### config.mk
export PLATFORM = sky130hd
export DESIGN_NAME = rotated_window_blit_address_gen_unit
export DESIGN_NICKNAME = d
export VERILOG_FILES = /design/src/sv/rwb_pkg.sv /design/src/sv/rwb_cfg.sv /design/src/sv/rwb_pos.sv /design/src/sv/rwb_map.sv /design/src/sv/rwb_addr.sv /design/src/sv/rotated_window_blit_address_gen_unit.sv
export SDC_FILE = /design/constraint.sdc
export NUM_CORES = 1
export LEC_CHECK = 0
export ABC_CLOCK_PERIOD_IN_PS = 7500
export BUFFER_PORTS_ARGS = -buffer_cell sky130_fd_sc_hd__buf_4
export CORE_MARGIN = 8
export CORE_UTILIZATION = 50
export DETAILED_ROUTE_END_ITERATION = 6
export PLACE_DENSITY = 0.68
export SLEW_MARGIN = 0
export SYNTH_ARGS = -nofsm -noshare
export SYNTH_HDL_FRONTEND = slang
export SYNTH_SLANG_ARGS = --single-unit
### constraint.sdc
create_clock -name i_clk -period 7.5 [get_ports i_clk]
set_input_delay 0.75 -clock i_clk [delete_from_list [all_inputs] [get_ports i_clk]]
set_output_delay 0.75 -clock i_clk [all_outputs]
set_load 0.02 [all_outputs]
### src/sv/rwb_pkg.sv
// shared types, register codes and constants of the rotated window blit address generator
package rwb_pkg;

    localparam int MAX_DIM   = 2048;
    localparam int DIM_W     = 12;
    localparam int WIN_W     = 13;
    localparam int SPAN_W    = 14;
    localparam int COORD_W   = 16;
    localparam int COLOR_W   = 16;
    localparam int ADDR_W    = 22;
    localparam int ROT_W     = 2;
    localparam int PADDR_W   = 5;
    localparam int PDATA_W   = 32;
    localparam int REG_IDX_W = 3;

    localparam logic [REG_IDX_W-1:0] REG_FB_WIDTH   = 3'd0;
    localparam logic [REG_IDX_W-1:0] REG_FB_HEIGHT  = 3'd1;
    localparam logic [REG_IDX_W-1:0] REG_ROTATION   = 3'd2;
    localparam logic [REG_IDX_W-1:0] REG_WIN_LEFT   = 3'd3;
    localparam logic [REG_IDX_W-1:0] REG_WIN_TOP    = 3'd4;
    localparam logic [REG_IDX_W-1:0] REG_WIN_RIGHT  = 3'd5;
    localparam logic [REG_IDX_W-1:0] REG_WIN_BOTTOM = 3'd6;

    localparam logic [ROT_W-1:0] ROT_0   = 2'd0;
    localparam logic [ROT_W-1:0] ROT_90  = 2'd1;
    localparam logic [ROT_W-1:0] ROT_180 = 2'd2;
    localparam logic [ROT_W-1:0] ROT_270 = 2'd3;

    localparam logic [DIM_W-1:0] FB_WIDTH_RST  = 12'd1024;
    localparam logic [DIM_W-1:0] FB_HEIGHT_RST = 12'd600;

    // live configuration, with derived sizes
    typedef struct packed {
        logic [DIM_W-1:0]         fw;
        logic [DIM_W-1:0]         fh;
        logic [ROT_W-1:0]         rot;
        logic signed [WIN_W-1:0]  wl;
        logic signed [WIN_W-1:0]  wt;
        logic signed [SPAN_W-1:0] ww;
        logic signed [SPAN_W-1:0] wh;
    } t_cfg;

    // logical position of one pixel
    typedef struct packed {
        logic [COLOR_W-1:0]        color;
        logic signed [COORD_W-1:0] lx;
        logic signed [COORD_W-1:0] ly;
        logic                      empty;
        logic                      done;
    } t_pos_item;

    // physical position after rotation and clipping
    typedef struct packed {
        logic [COLOR_W-1:0] color;
        logic [DIM_W-1:0]   px;
        logic [DIM_W-1:0]   py;
        logic               we;
        logic               done;
    } t_map_item;

endpackage

### src/sv/rwb_cfg.sv
// configuration register file behind the apb-style port
module rwb_cfg (
    input  logic                          i_clk,
    input  logic                          i_rst_n,
    input  logic                          psel,
    input  logic                          penable,
    input  logic                          pwrite,
    input  logic [rwb_pkg::PADDR_W-1:0]   paddr,
    input  logic [rwb_pkg::PDATA_W-1:0]   pwdata,
    output logic [rwb_pkg::PDATA_W-1:0]   prdata,
    output logic                          o_win_wr,
    output rwb_pkg::t_cfg                 o_cfg
);

    logic [rwb_pkg::DIM_W-1:0]   r_fb_width;
    logic [rwb_pkg::DIM_W-1:0]   r_fb_height;
    logic [rwb_pkg::ROT_W-1:0]   r_rotation;
    logic [rwb_pkg::WIN_W-1:0]   r_win_left;
    logic [rwb_pkg::WIN_W-1:0]   r_win_top;
    logic [rwb_pkg::WIN_W-1:0]   r_win_right;
    logic [rwb_pkg::WIN_W-1:0]   r_win_bottom;
    logic                        wr_en;
    logic [rwb_pkg::REG_IDX_W-1:0] idx;

    assign wr_en = psel && penable && pwrite;
    assign idx   = paddr[rwb_pkg::PADDR_W-1:2];

    always_ff @(posedge i_clk) begin
        if (!i_rst_n) begin
            r_fb_width   <= rwb_pkg::FB_WIDTH_RST;
            r_fb_height  <= rwb_pkg::FB_HEIGHT_RST;
            r_rotation   <= rwb_pkg::ROT_0;
            r_win_left   <= '0;
            r_win_top    <= '0;
            r_win_right  <= '0;
            r_win_bottom <= '0;
        end else if (wr_en) begin
            unique case (idx)
                rwb_pkg::REG_FB_WIDTH:   r_fb_width   <= pwdata[rwb_pkg::DIM_W-1:0];
                rwb_pkg::REG_FB_HEIGHT:  r_fb_height  <= pwdata[rwb_pkg::DIM_W-1:0];
                rwb_pkg::REG_ROTATION:   r_rotation   <= pwdata[rwb_pkg::ROT_W-1:0];
                rwb_pkg::REG_WIN_LEFT:   r_win_left   <= pwdata[rwb_pkg::WIN_W-1:0];
                rwb_pkg::REG_WIN_TOP:    r_win_top    <= pwdata[rwb_pkg::WIN_W-1:0];
                rwb_pkg::REG_WIN_RIGHT:  r_win_right  <= pwdata[rwb_pkg::WIN_W-1:0];
                rwb_pkg::REG_WIN_BOTTOM: r_win_bottom <= pwdata[rwb_pkg::WIN_W-1:0];
                default: ;
            endcase
        end
    end

    always_comb begin
        unique case (idx)
            rwb_pkg::REG_FB_WIDTH:   prdata = rwb_pkg::PDATA_W'(r_fb_width);
            rwb_pkg::REG_FB_HEIGHT:  prdata = rwb_pkg::PDATA_W'(r_fb_height);
            rwb_pkg::REG_ROTATION:   prdata = rwb_pkg::PDATA_W'(r_rotation);
            rwb_pkg::REG_WIN_LEFT:   prdata = rwb_pkg::PDATA_W'(r_win_left);
            rwb_pkg::REG_WIN_TOP:    prdata = rwb_pkg::PDATA_W'(r_win_top);
            rwb_pkg::REG_WIN_RIGHT:  prdata = rwb_pkg::PDATA_W'(r_win_right);
            rwb_pkg::REG_WIN_BOTTOM: prdata = rwb_pkg::PDATA_W'(r_win_bottom);
            default:                 prdata = '0;
        endcase
    end

    // any window register write restarts the scan
    assign o_win_wr = wr_en && ((idx == rwb_pkg::REG_WIN_LEFT) ||
                                (idx == rwb_pkg::REG_WIN_TOP) ||
                                (idx == rwb_pkg::REG_WIN_RIGHT) ||
                                (idx == rwb_pkg::REG_WIN_BOTTOM));

    // saturate sizes, derive window span
    always_comb begin
        o_cfg.fw  = ({1'b0, r_fb_width} > (rwb_pkg::DIM_W+1)'(rwb_pkg::MAX_DIM)) ?
                    rwb_pkg::DIM_W'(rwb_pkg::MAX_DIM) : r_fb_width;
        o_cfg.fh  = ({1'b0, r_fb_height} > (rwb_pkg::DIM_W+1)'(rwb_pkg::MAX_DIM)) ?
                    rwb_pkg::DIM_W'(rwb_pkg::MAX_DIM) : r_fb_height;
        o_cfg.rot = r_rotation;
        o_cfg.wl  = $signed(r_win_left);
        o_cfg.wt  = $signed(r_win_top);
        o_cfg.ww  = $signed({r_win_right[rwb_pkg::WIN_W-1], r_win_right}) -
                    $signed({r_win_left[rwb_pkg::WIN_W-1], r_win_left});
        o_cfg.wh  = $signed({r_win_bottom[rwb_pkg::WIN_W-1], r_win_bottom}) -
                    $signed({r_win_top[rwb_pkg::WIN_W-1], r_win_top});
    end

endmodule

### src/sv/rwb_pos.sv
// column and row counters and the input register
module rwb_pos (
    input  logic                        i_clk,
    input  logic                        i_rst_n,
    input  rwb_pkg::t_cfg               i_cfg,
    input  logic                        i_win_wr,
    input  logic                        i_valid,
    output logic                        o_stall,
    input  logic [rwb_pkg::COLOR_W-1:0] i_color,
    output logic                        o_valid,
    input  logic                        i_stall,
    output rwb_pkg::t_pos_item          o_item
);

    logic [rwb_pkg::WIN_W-1:0] r_col;
    logic [rwb_pkg::WIN_W-1:0] r_row;
    logic [rwb_pkg::WIN_W-1:0] n_col;
    logic [rwb_pkg::WIN_W-1:0] n_row;
    logic                      r_valid;
    rwb_pkg::t_pos_item        r_item;
    rwb_pkg::t_pos_item        n_item;
    logic                      accept;
    logic                      empty;
    logic                      col_last;
    logic                      row_last;

    assign o_stall = r_valid && i_stall;
    assign accept  = i_valid && !o_stall;
    assign o_valid = r_valid;
    assign o_item  = r_item;

    assign empty    = (i_cfg.ww <= 0) || (i_cfg.wh <= 0);
    assign col_last = $signed({1'b0, r_col}) >= (i_cfg.ww - rwb_pkg::SPAN_W'(1));
    assign row_last = $signed({1'b0, r_row}) >= (i_cfg.wh - rwb_pkg::SPAN_W'(1));

    always_comb begin
        n_item.color = i_color;
        n_item.lx    = rwb_pkg::COORD_W'(i_cfg.wl) + rwb_pkg::COORD_W'({1'b0, r_col});
        n_item.ly    = rwb_pkg::COORD_W'(i_cfg.wt) + rwb_pkg::COORD_W'({1'b0, r_row});
        n_item.empty = empty;
        n_item.done  = 1'b0;
        n_col        = r_col + 1'b1;
        n_row        = r_row;
        if (empty) begin
            n_col       = '0;
            n_row       = '0;
            n_item.done = 1'b1;
        end else if (col_last) begin
            n_col = '0;
            if (row_last) begin
                n_row       = '0;
                n_item.done = 1'b1;
            end else begin
                n_row = r_row + 1'b1;
            end
        end
    end

    always_ff @(posedge i_clk) begin
        if (!i_rst_n) begin
            r_col   <= '0;
            r_row   <= '0;
            r_valid <= 1'b0;
        end else begin
            if (i_win_wr) begin
                r_col <= '0;
                r_row <= '0;
            end else if (accept) begin
                r_col <= n_col;
                r_row <= n_row;
            end
            if (!o_stall) begin
                r_valid <= i_valid;
            end
        end
    end

    always_ff @(posedge i_clk) begin
        if (accept) begin
            r_item <= n_item;
        end
    end

endmodule

### src/sv/rwb_map.sv
// rotation onto the framebuffer and clipping
module rwb_map (
    input  logic               i_clk,
    input  logic               i_rst_n,
    input  rwb_pkg::t_cfg      i_cfg,
    input  logic               i_valid,
    output logic               o_stall,
    input  rwb_pkg::t_pos_item i_item,
    output logic               o_valid,
    input  logic               i_stall,
    output rwb_pkg::t_map_item o_item
);

    logic signed [rwb_pkg::COORD_W-1:0] fw_s;
    logic signed [rwb_pkg::COORD_W-1:0] fh_s;
    logic signed [rwb_pkg::COORD_W-1:0] fw_m1;
    logic signed [rwb_pkg::COORD_W-1:0] fh_m1;
    logic signed [rwb_pkg::COORD_W-1:0] px;
    logic signed [rwb_pkg::COORD_W-1:0] py;
    logic                               inside_fb;
    logic                               r_valid;
    rwb_pkg::t_map_item                 r_item;
    rwb_pkg::t_map_item                 n_item;
    logic                               load;

    assign o_stall = r_valid && i_stall;
    assign load    = i_valid && !o_stall;
    assign o_valid = r_valid;
    assign o_item  = r_item;

    assign fw_s  = $signed(rwb_pkg::COORD_W'(i_cfg.fw));
    assign fh_s  = $signed(rwb_pkg::COORD_W'(i_cfg.fh));
    assign fw_m1 = fw_s - rwb_pkg::COORD_W'(1);
    assign fh_m1 = fh_s - rwb_pkg::COORD_W'(1);

    always_comb begin
        case (i_cfg.rot)
            rwb_pkg::ROT_90: begin
                px = fw_m1 - i_item.ly;
                py = i_item.lx;
            end
            rwb_pkg::ROT_180: begin
                px = fw_m1 - i_item.lx;
                py = fh_m1 - i_item.ly;
            end
            rwb_pkg::ROT_270: begin
                px = i_item.ly;
                py = fh_m1 - i_item.lx;
            end
            default: begin
                px = i_item.lx;
                py = i_item.ly;
            end
        endcase
    end

    assign inside_fb = (px >= 0) && (py >= 0) && (px < fw_s) && (py < fh_s);

    // clipped pixels carry a zero position so the address comes out zero
    always_comb begin
        n_item.color = i_item.color;
        n_item.we    = inside_fb && !i_item.empty;
        n_item.px    = n_item.we ? px[rwb_pkg::DIM_W-1:0] : '0;
        n_item.py    = n_item.we ? py[rwb_pkg::DIM_W-1:0] : '0;
        n_item.done  = i_item.done;
    end

    always_ff @(posedge i_clk) begin
        if (!i_rst_n) begin
            r_valid <= 1'b0;
        end else if (!o_stall) begin
            r_valid <= i_valid;
        end
    end

    always_ff @(posedge i_clk) begin
        if (load) begin
            r_item <= n_item;
        end
    end

endmodule

### src/sv/rwb_addr.sv
// pixel index multiply-add and result register
module rwb_addr (
    input  logic                        i_clk,
    input  logic                        i_rst_n,
    input  logic [rwb_pkg::DIM_W-1:0]   i_fw,
    input  logic                        i_valid,
    output logic                        o_stall,
    input  rwb_pkg::t_map_item          i_item,
    output logic                        o_valid,
    input  logic                        i_stall,
    output logic [rwb_pkg::ADDR_W-1:0]  o_address,
    output logic [rwb_pkg::COLOR_W-1:0] o_color,
    output logic                        o_enable,
    output logic                        o_done
);

    localparam int PROD_W = 2 * rwb_pkg::DIM_W;

    logic [PROD_W-1:0]           prod;
    logic [PROD_W:0]             sum;
    logic                        r_valid;
    logic [rwb_pkg::ADDR_W-1:0]  r_address;
    logic [rwb_pkg::COLOR_W-1:0] r_color;
    logic                        r_enable;
    logic                        r_done;
    logic                        load;

    assign o_stall = r_valid && i_stall;
    assign load    = i_valid && !o_stall;

    assign prod = i_item.py * i_fw;
    assign sum  = {1'b0, prod} + (PROD_W+1)'(i_item.px);

    always_ff @(posedge i_clk) begin
        if (!i_rst_n) begin
            r_valid <= 1'b0;
        end else if (!o_stall) begin
            r_valid <= i_valid;
        end
    end

    always_ff @(posedge i_clk) begin
        if (load) begin
            r_address <= sum[rwb_pkg::ADDR_W-1:0];
            r_color   <= i_item.color;
            r_enable  <= i_item.we;
            r_done    <= i_item.done;
        end
    end

    assign o_valid   = r_valid;
    assign o_address = r_address;
    assign o_color   = r_color;
    assign o_enable  = r_enable;
    assign o_done    = r_done;

endmodule

### src/sv/rotated_window_blit_address_gen_unit.sv
// top level of the rotated window blit address generator
//
//  channel   direction  handshake                    payload
//  pixel in  in         i_in_valid / o_in_stall      i_pixel_color
//  write out out        o_out_valid / i_out_stall    o_write_address, o_write_color,
//                                                    o_write_enable, o_window_done
//  config    in         psel, penable, pwrite, pready paddr, pwdata, prdata
//
//  one item per clock sustained while the output is not stalled; three register stages
//  (input register, rotate and clip, multiply-add), so an accepted item passes through
//  the input register and the rotate and clip register into the result register
//  the row-times-width multiply in the last stage sets the longest path
//  reset is synchronous and active low: all three stages empty, counters at zero,
//  registers at their reset values
//  a stalled output holds its result; stall passes back combinationally through full stages
//  only, so the input keeps taking items while any stage downstream has a free slot
module rotated_window_blit_address_gen_unit (
    input  logic                          i_clk,
    input  logic                          i_rst_n,
    // pixel input channel
    input  logic                          i_in_valid,
    output logic                          o_in_stall,
    input  logic [rwb_pkg::COLOR_W-1:0]   i_pixel_color,
    // framebuffer write channel
    output logic                          o_out_valid,
    input  logic                          i_out_stall,
    output logic [rwb_pkg::ADDR_W-1:0]    o_write_address,
    output logic [rwb_pkg::COLOR_W-1:0]   o_write_color,
    output logic                          o_write_enable,
    output logic                          o_window_done,
    // register port
    input  logic                          psel,
    input  logic                          penable,
    input  logic                          pwrite,
    input  logic [rwb_pkg::PADDR_W-1:0]   paddr,
    input  logic [rwb_pkg::PDATA_W-1:0]   pwdata,
    output logic [rwb_pkg::PDATA_W-1:0]   prdata,
    output logic                          pready
);

    rwb_pkg::t_cfg      cfg;
    logic               win_wr;
    logic               pos_valid;
    logic               pos_stall;
    rwb_pkg::t_pos_item pos_item;
    logic               map_valid;
    logic               map_stall;
    rwb_pkg::t_map_item map_item;

    // no wait states on the register port
    assign pready = 1'b1;

    // register file; sizes come out saturated, window span precomputed
    rwb_cfg u_cfg (
        .i_clk    (i_clk),
        .i_rst_n  (i_rst_n),
        .psel     (psel),
        .penable  (penable),
        .pwrite   (pwrite),
        .paddr    (paddr),
        .pwdata   (pwdata),
        .prdata   (prdata),
        .o_win_wr (win_wr),
        .o_cfg    (cfg)
    );

    // scan position: counters advance on each accepted item of a non-empty window
    // unless a window write clears them; the logical coordinate is latched with the colour
    rwb_pos u_pos (
        .i_clk    (i_clk),
        .i_rst_n  (i_rst_n),
        .i_cfg    (cfg),
        .i_win_wr (win_wr),
        .i_valid  (i_in_valid),
        .o_stall  (o_in_stall),
        .i_color  (i_pixel_color),
        .o_valid  (pos_valid),
        .i_stall  (pos_stall),
        .o_item   (pos_item)
    );

    // rotation and clipping against the framebuffer bounds
    rwb_map u_map (
        .i_clk    (i_clk),
        .i_rst_n  (i_rst_n),
        .i_cfg    (cfg),
        .i_valid  (pos_valid),
        .o_stall  (pos_stall),
        .i_item   (pos_item),
        .o_valid  (map_valid),
        .i_stall  (map_stall),
        .o_item   (map_item)
    );

    // row times width plus column, into the result register
    rwb_addr u_addr (
        .i_clk     (i_clk),
        .i_rst_n   (i_rst_n),
        .i_fw      (cfg.fw),
        .i_valid   (map_valid),
        .o_stall   (map_stall),
        .i_item    (map_item),
        .o_valid   (o_out_valid),
        .i_stall   (i_out_stall),
        .o_address (o_write_address),
        .o_color   (o_write_color),
        .o_enable  (o_write_enable),
        .o_done    (o_window_done)
    );

endmodule

==> impl_metrics.json, run 1 <==
{
  "clock_path_buffers": 3,
  "ir_worst_vdd_v": 0.000170,
  "dr.first_iter.drc_count": 1119,
  "max_slew_margin": 0.184,
  "wl_met2_um": 26700,
  "die_width_um": 220,
  "max_freq_mhz": 140,
  "hold_viol_final": 0,
  "synth.area.top_cells": "edfxtp_1 19%, ha_1 12%, fa_1 11%",
  "wirelength_um": 55800,
  "diodes": 0,
  "die_area_sq_um": 48200,
  "h-tree-depth": 1,
  "reg2regPathDepth": 25,
  "hold_class": "in -> reg",
  "synth_top_cell_area_share": 0.188,
  "synth_edf_count": 130,
  "yosysSeqAreaShare": 0.292,
  "root_buffer": "clkbuf_16",
  "place_hpwl_um": 43500,
  "cts.clk_slew.worst_paths_ps": 60,
  "post_cts_buffers": 0,
  "worstMarginPinSlew_ps": 1220,
  "numCtsBuffers": 27,
  "grt_pass1_wl_um": 88800,
  "nets": 2742,
  "worst-setup-path-type": "reg -> reg",
  "synth-async-reset-ratio": 0,
  "syn_area_sq_um": 20700,
  "place_area_sq_um": 21800,
  "fin_skew_ps": 20.2,
  "drtAntennaViolNets": 0,
  "ys.flop_type": "edfxtp_1",
  "path_max_fanout": 8,
  "ys_types": 85,
  "area_growth_pct": 10.0,
  "fin_ws_ps": 377,
  "place_congestion": 0.947,
  "io_buffers": 93,
  "whs_endpoint": "u_pos.o_item[40]",
  "die_h_um": 220,
  "r2r-start": "u_cfg.r_fb_width[0]",
  "post-route-min-period_ps": 7120,
  "wl_per_cell_um": 19.1,
  "ys_seq_elements": 237,
  "ff2ff_setup_slack_ps": 380,
  "power.leakage_nw": 9.75,
  "viasPerCell": 5.71,
  "start_kind": "flop",
  "grt_pass1_vias": 16733,
  "yosysWarnings": 0,
  "required_ps": 7800,
  "cap_viol_max_count": 0,
  "whs_path_depth": 1,
  "rsz0062_at_grt": "no",
  "numClockSinks": 237,
  "drc": 0,
  "num_vias": 16663,
  "synth_cells": 2312,
  "hp-start": "i_pixel_color[6]",
  "outcome": "finished clean",
  "wl_met3_um": 3060,
  "final_area_sq_um": 22800,
  "crit_arrival_ps": 7420,
  "grt_max_degree": 84,
  "drtPass1Iterations": 7,
  "highest_layer": "met4",
  "endpoint_kind": "flop",
  "core-area_sq_um": 40900,
  "fin_crit_sh": 0.950,
  "final-max-slew-violation-count": 0,
  "antenna_found_initial": 0,
  "setup_viol": 0,
  "r2r-end": "u_addr.o_address[18]",
  "wl_met1_um": 23600,
  "insertion_delay_ps": 560,
  "cts_tree": "done",
  "synth.largest_area_cell": "edfxtp_1",
  "powerDensity_nw_per_um2": 153,
  "floorplan.rows": 74,
  "synth_area_per_cell_sq_um": 8.97,
  "grt_overflow": 0,
  "pre_cts_ws_ps": 167,
  "start_util": 0.507,
  "grt_use_total": 0.229,
  "finalSetupTns_ps": 0,
  "io-pin-count": 135,
  "drive_above_1_share": 0.0893
}
-- cell usage in the layout, fill, tap and decap left out, types with 34 or more instances in the layout --
cell type and n:
o21ai_0 84, inv_1 229, a21oi_1 88, nor2_1 111, nor3_1 34, nand2_1 368, fa_1 116, dfxtp_1 107
mux2i_1 43, xnor2_1 89, nand3_1 46, and2_1 48, nor2b_1 47, ha_1 202, a21boi_0 78, edfxtp_1 130
buf_4 114
-- stage by stage --
step	hold WS (ps)	util	instances	power [mW]
6_report	365	0.558	2917	3.48
5_1_grt	341	0.558	2917	3.62
3_5_place_dp	405	0.534	2867	2.06
2_1_floorplan	400	-	2330	1.90
4_1_cts	344	0.557	2917	3.50
3_3_place_gp	400	0.534	2867	2.04
-- routing by layer --
metal	vias to the layer above	global-route usage
met5	-	0
met2	499	0.398
met4	0	0.0939
met3	132	0.0302
li1	8036	-
met1	7996	0.286
-- where the power goes --
group	internal, mW	switching [mW]	total (mW)
clock network	0.870	0.576	1.45
registers	1.41	0.0382	1.45
logic	0.230	0.353	0.584
total	2.51	0.967	3.48
-- synth_stat cells, types with 34 or more instances --
cell type    n
nor2_1     111
inv_1      229
nand3_1     46
nor3_1      34
edfxtp_1   130
mux2i_1     43
clkbuf_1    77
ha_1       202
a21boi_0    79
a21oi_1     88
o21ai_0     84
dfxtp_1    107
and2_1      49
fa_1       116
xnor2_1     89
nor2b_1     49
nand2_1    368
-- sequential cells by signal, indices dropped and copies added (netlist names), 13 cells and up --
register and flops:
u_pos.o_item 48, u_map.o_item 42, u_addr.o_address 22, u_addr.o_color 16, u_cfg.r_win_bottom 13, u_cfg.r_win_left 13
u_cfg.r_win_right 13, u_cfg.r_win_top 13, u_pos.r_col 13, u_pos.r_row 13
-- cell families after synthesis --
family          after synthesis  share of synthesized area
mux                          50                     0.0251
other cells                   2                   0.000362
buf+inv                     338                     0.0659
xor+xnor                    122                     0.0515
compound gates              463                      0.155
simple gates                782                      0.176
flops                       237                      0.292
fa+ha+maj                   318                      0.234
-- critical path, stage by stage (launching register included) --
cell and delay (ps):
dfxtp_1 340, or3_1 430, or4_1 540, o31ai_2 420, and2_2 320, nand2_1 100
fa_1 530, inv_1 60, fa_1 450, ha_1 310, ha_1 270, inv_1 50
fa_1 520, inv_1 60, ha_1 290, a21o_1 160, a21oi_1 220, o21bai_1 120
a211oi_1 370, o31ai_1 190, nor4_1 350, o41ai_1 160, buf_4 170, a21o_1 160
a21oi_1 180, xnor2_1 90
-- cell type report --
cell class / instances / area [sq um]
well taps: 532 / 666
flip-flops and latches: 237 / 6050
clock inverters: 19 / 246
inverters: 229 / 860
repair buffers: 114 / 856
fillers: 3728 / 18100
multi-input cells: 1755 / 13400
clock buffers: 31 / 722
-- how the worst max path moves through the flow --
stage                   startpoint                   end  slack (ps)  cells past startpoint
2_1_floorplan  u_cfg.r_fb_width[0]  u_addr.o_address[20]         820                     27
3_3_place_gp   u_cfg.r_fb_width[0]  u_addr.o_address[20]         300                     26
6_report       u_cfg.r_fb_width[0]  u_addr.o_address[18]         380                     25
4_1_cts        u_cfg.r_fb_width[0]  u_addr.o_address[18]         120                     25
3_5_place_dp   u_cfg.r_fb_width[0]  u_addr.o_address[18]         170                     26
5_1_grt        u_cfg.r_fb_width[0]  u_addr.o_address[20]          70                     25
-- timing repair --
item | CTS | global route
endpoints found under the setup margin | 0 | 19
hold buffers | 0 | 0
resized for setup | 0 | 2
Power figures use the tool's default switching activity.
==> inputs of run 2 (changes only) <==
- ABC_AREA: not set -> 1
- CORE_MARGIN: 8 -> 4
- SLEW_MARGIN: 0 -> not set
==> impl_metrics.json, run 2 <==
{
  "die_width_um": 213,
  "crit_family": "adder cells",
  "post-route-min-period_ps": 6660,
  "die_h_um": 213,
  "ir_worst_vdd_v": 0.000225,
  "pwr-share-seq": 0.387,
  "endpoint_kind": "flop",
  "diodes": 0,
  "hold_class": "in -> reg",
  "root_buffer": "clkbuf_16",
  "netSwitchingFraction": 0.315,
  "synth-async-reset-ratio": 0,
  "io-pin-count": 135,
  "layout_common_cells": "592 x nand2_1, 426 x inv_1, 271 x nor2_1, 202 x ha_1, 173 x a21oi_1",
  "grt_pass1_wl_um": 94200,
  "ys_seq_elements": 237,
  "pwr-share-clk": 0.385,
  "start_util": 0.504,
  "required_ps": 7900,
  "path_common_cell": "fa_1",
  "synth_edf_count": 130,
  "numClockSinks": 237,
  "dr.first_iter.drc_count": 1535,
  "fin_skew_ps": 20.1,
  "max_slew_margin": 0.265,
  "path_max_fanout": 9,
  "p_sw_mw": 1.20,
  "clock_path_buffers": 3,
  "syn_area_sq_um": 21100,
  "yosysSeqAreaShare": 0.286,
  "r2r-start": "u_cfg.r_fb_width[3]",
  "drive_above_1_share": 0.0855,
  "yosysMostFrequentCell": "nand2_1",
  "numCtsBuffers": 29,
  "crit_slowest_cell": "nor2_2",
  "stdcell_count": 3381,
  "synth.area.top_cells": "edfxtp_1 18%, ha_1 12%, fa_1 11%",
  "pre_cts_ws_ps": 955,
  "crit_buf_inv": 4,
  "num_vias": 18369,
  "fin_ws_ps": 838,
  "largest_register_ffs": 48,
  "grt_overflow": 0,
  "crit_arrival_ps": 7060,
  "viasPerCell": 5.43,
  "max_freq_mhz": 150,
  "final_common_cell": "nand2_1",
  "insertion_delay_ps": 570,
  "drtPass1Iterations": 6,
  "post-route-util": 0.555,
  "cts_hold_buf": 0,
  "wirelength_um": 59800,
  "ys_types": 56,
  "grt_max_degree": 80,
  "core-area_sq_um": 41900,
  "finalSetupTns_ps": 0,
  "wl_per_cell_um": 17.7,
  "area_growth_pct": 10.1,
  "p_int_mw": 2.62,
  "cap_viol_max_count": 0,
  "io_buffers": 93,
  "outcome": "finished clean",
  "synth.largest_area_cell": "edfxtp_1",
  "r2r-end": "u_addr.o_address[20]",
  "ff2ff_setup_slack_ps": 840,
  "pwr-share-comb": 0.228,
  "hold_viol_final": 0,
  "drtAntennaViolNets": 0,
  "power.leakage_nw": 11.2,
  "grt_pass1_vias": 17663,
  "reg2regPathDepth": 25,
  "worst-setup-path-type": "reg -> reg",
  "grt_use_total": 0.260,
  "floorplan.rows": 75,
  "rsz0062_at_grt": "no",
  "synth_area_per_cell_sq_um": 7.69,
  "die_area_sq_um": 45600,
  "setup_viol": 0,
  "nets": 3197,
  "powerDensity_nw_per_um2": 164,
  "h-tree-depth": 1,
  "yosysWarnings": 0,
  "whs_path_depth": 1,
  "worstMarginPinSlew_ps": 1100,
  "antenna_found_initial": 0,
  "final-max-slew-violation-count": 0,
  "synthTopCellsByCount": "592 x nand2_1, 427 x inv_1, 271 x nor2_1, 202 x ha_1, 174 x a21oi_1",
  "place_congestion": 0.962,
  "ctsResizeCount": 0,
  "start_kind": "flop",
  "synth_cells": 2746,
  "drc": 0,
  "fin_crit_sh": 0.888,
  "place_inst": 3327,
  "cts_tree": "done",
  "synth_top_cell_area_share": 0.185,
  "place_hpwl_um": 48400,
  "whs_endpoint": "u_pos.o_item[40]",
  "cts.clk_slew.worst_paths_ps": 60,
  "hp-start": "i_pixel_color[6]",
  "post_cts_buffers": 0,
  "ys.flop_type": "edfxtp_1",
  "max_stage_delay_ps": 540
}
run 2: changes by cell type after synthesis, sizes merged, moves of 47 or more:
| cell | before | now |
|---|---|---|
| a21boi | 79 | 7 |
| a21oi | 95 | 182 |
| and2 | 49 | 2 |
| inv | 229 | 436 |
| nand2 | 368 | 610 |
| nand3 | 46 | 139 |
| nor2 | 111 | 308 |
| nor2b | 49 | 0 |
| o21ai | 90 | 164 |
| xnor2 | 89 | 35 |
run 2: how the worst max path moves through the flow:
stage | from | endpoint | slack (ps) | cells after the start
floorplan | u_cfg.r_fb_width[3] | u_addr.o_address[17] | 1530 | 30
global placement | u_cfg.r_fb_width[3] | u_addr.o_address[17] | 1070 | 29
detailed placement | u_cfg.r_fb_width[3] | u_addr.o_address[17] | 960 | 29
CTS | u_cfg.r_fb_width[3] | u_addr.o_address[17] | 940 | 29
global route | u_cfg.r_fb_width[3] | u_addr.o_address[17] | 480 | 29
finish | u_cfg.r_fb_width[3] | u_addr.o_address[20] | 840 | 25
run 2: layout make-up:
| cell class | instances | area, sq um |
|---|---|---|
| clock buffer | 39 | 803 |
| inverter | 439 | 1650 |
| sequential | 237 | 6050 |
| fill | 3862 | 18600 |
| tap | 539 | 674 |
| clock inverter | 15 | 196 |
| timing repair buffer | 108 | 811 |
| multi-input combinational | 2004 | 13100 |
run 2: per-stage QoR:
| step | hold WS, ps | power, mW | area, sq um |
|---|---|---|---|
| floorplan | 400 | 2.14 | 21200 |
| global placement | 400 | 2.34 | 22200 |
| detailed placement | 405 | 2.37 | 22200 |
| CTS | 339 | 3.84 | 23200 |
| global route | 340 | 4.03 | 23200 |
| finish | 375 | 3.82 | 23200 |
run 2: routing by layer:
| metal | part of all wire | up-vias | track usage |
|---|---|---|---|
| li1 | - | 9000 | - |
| met1 | 0.44 | 8548 | 0.368 |
| met2 | 0.44 | 710 | 0.414 |
| met3 | 0.084 | 111 | 0.0445 |
| met4 | 0.030 | 0 | 0.0770 |
| met5 | 0 | - | 0 |
run 2: power groups by stage:
stage | clock network [mW] | logic [mW] | registers, mW
floorplan | 0 | 0.647 | 1.49
global placement | 0 | 0.839 | 1.50
detailed placement | 0 | 0.863 | 1.50
CTS | 1.50 | 0.867 | 1.48
global route | 1.55 | 0.996 | 1.48
finish | 1.47 | 0.872 | 1.48
run 2: kinds of logic after synthesis:
group                    share of synthesized area
buffers and inverters                       0.0991
adder cells (fa/ha/maj)                      0.230
AND/OR/NAND/NOR                              0.228
XOR/XNOR                                    0.0468
other                                     0.000356
AO/OA/AOI/OAI                                0.110
flip-flops                                   0.286
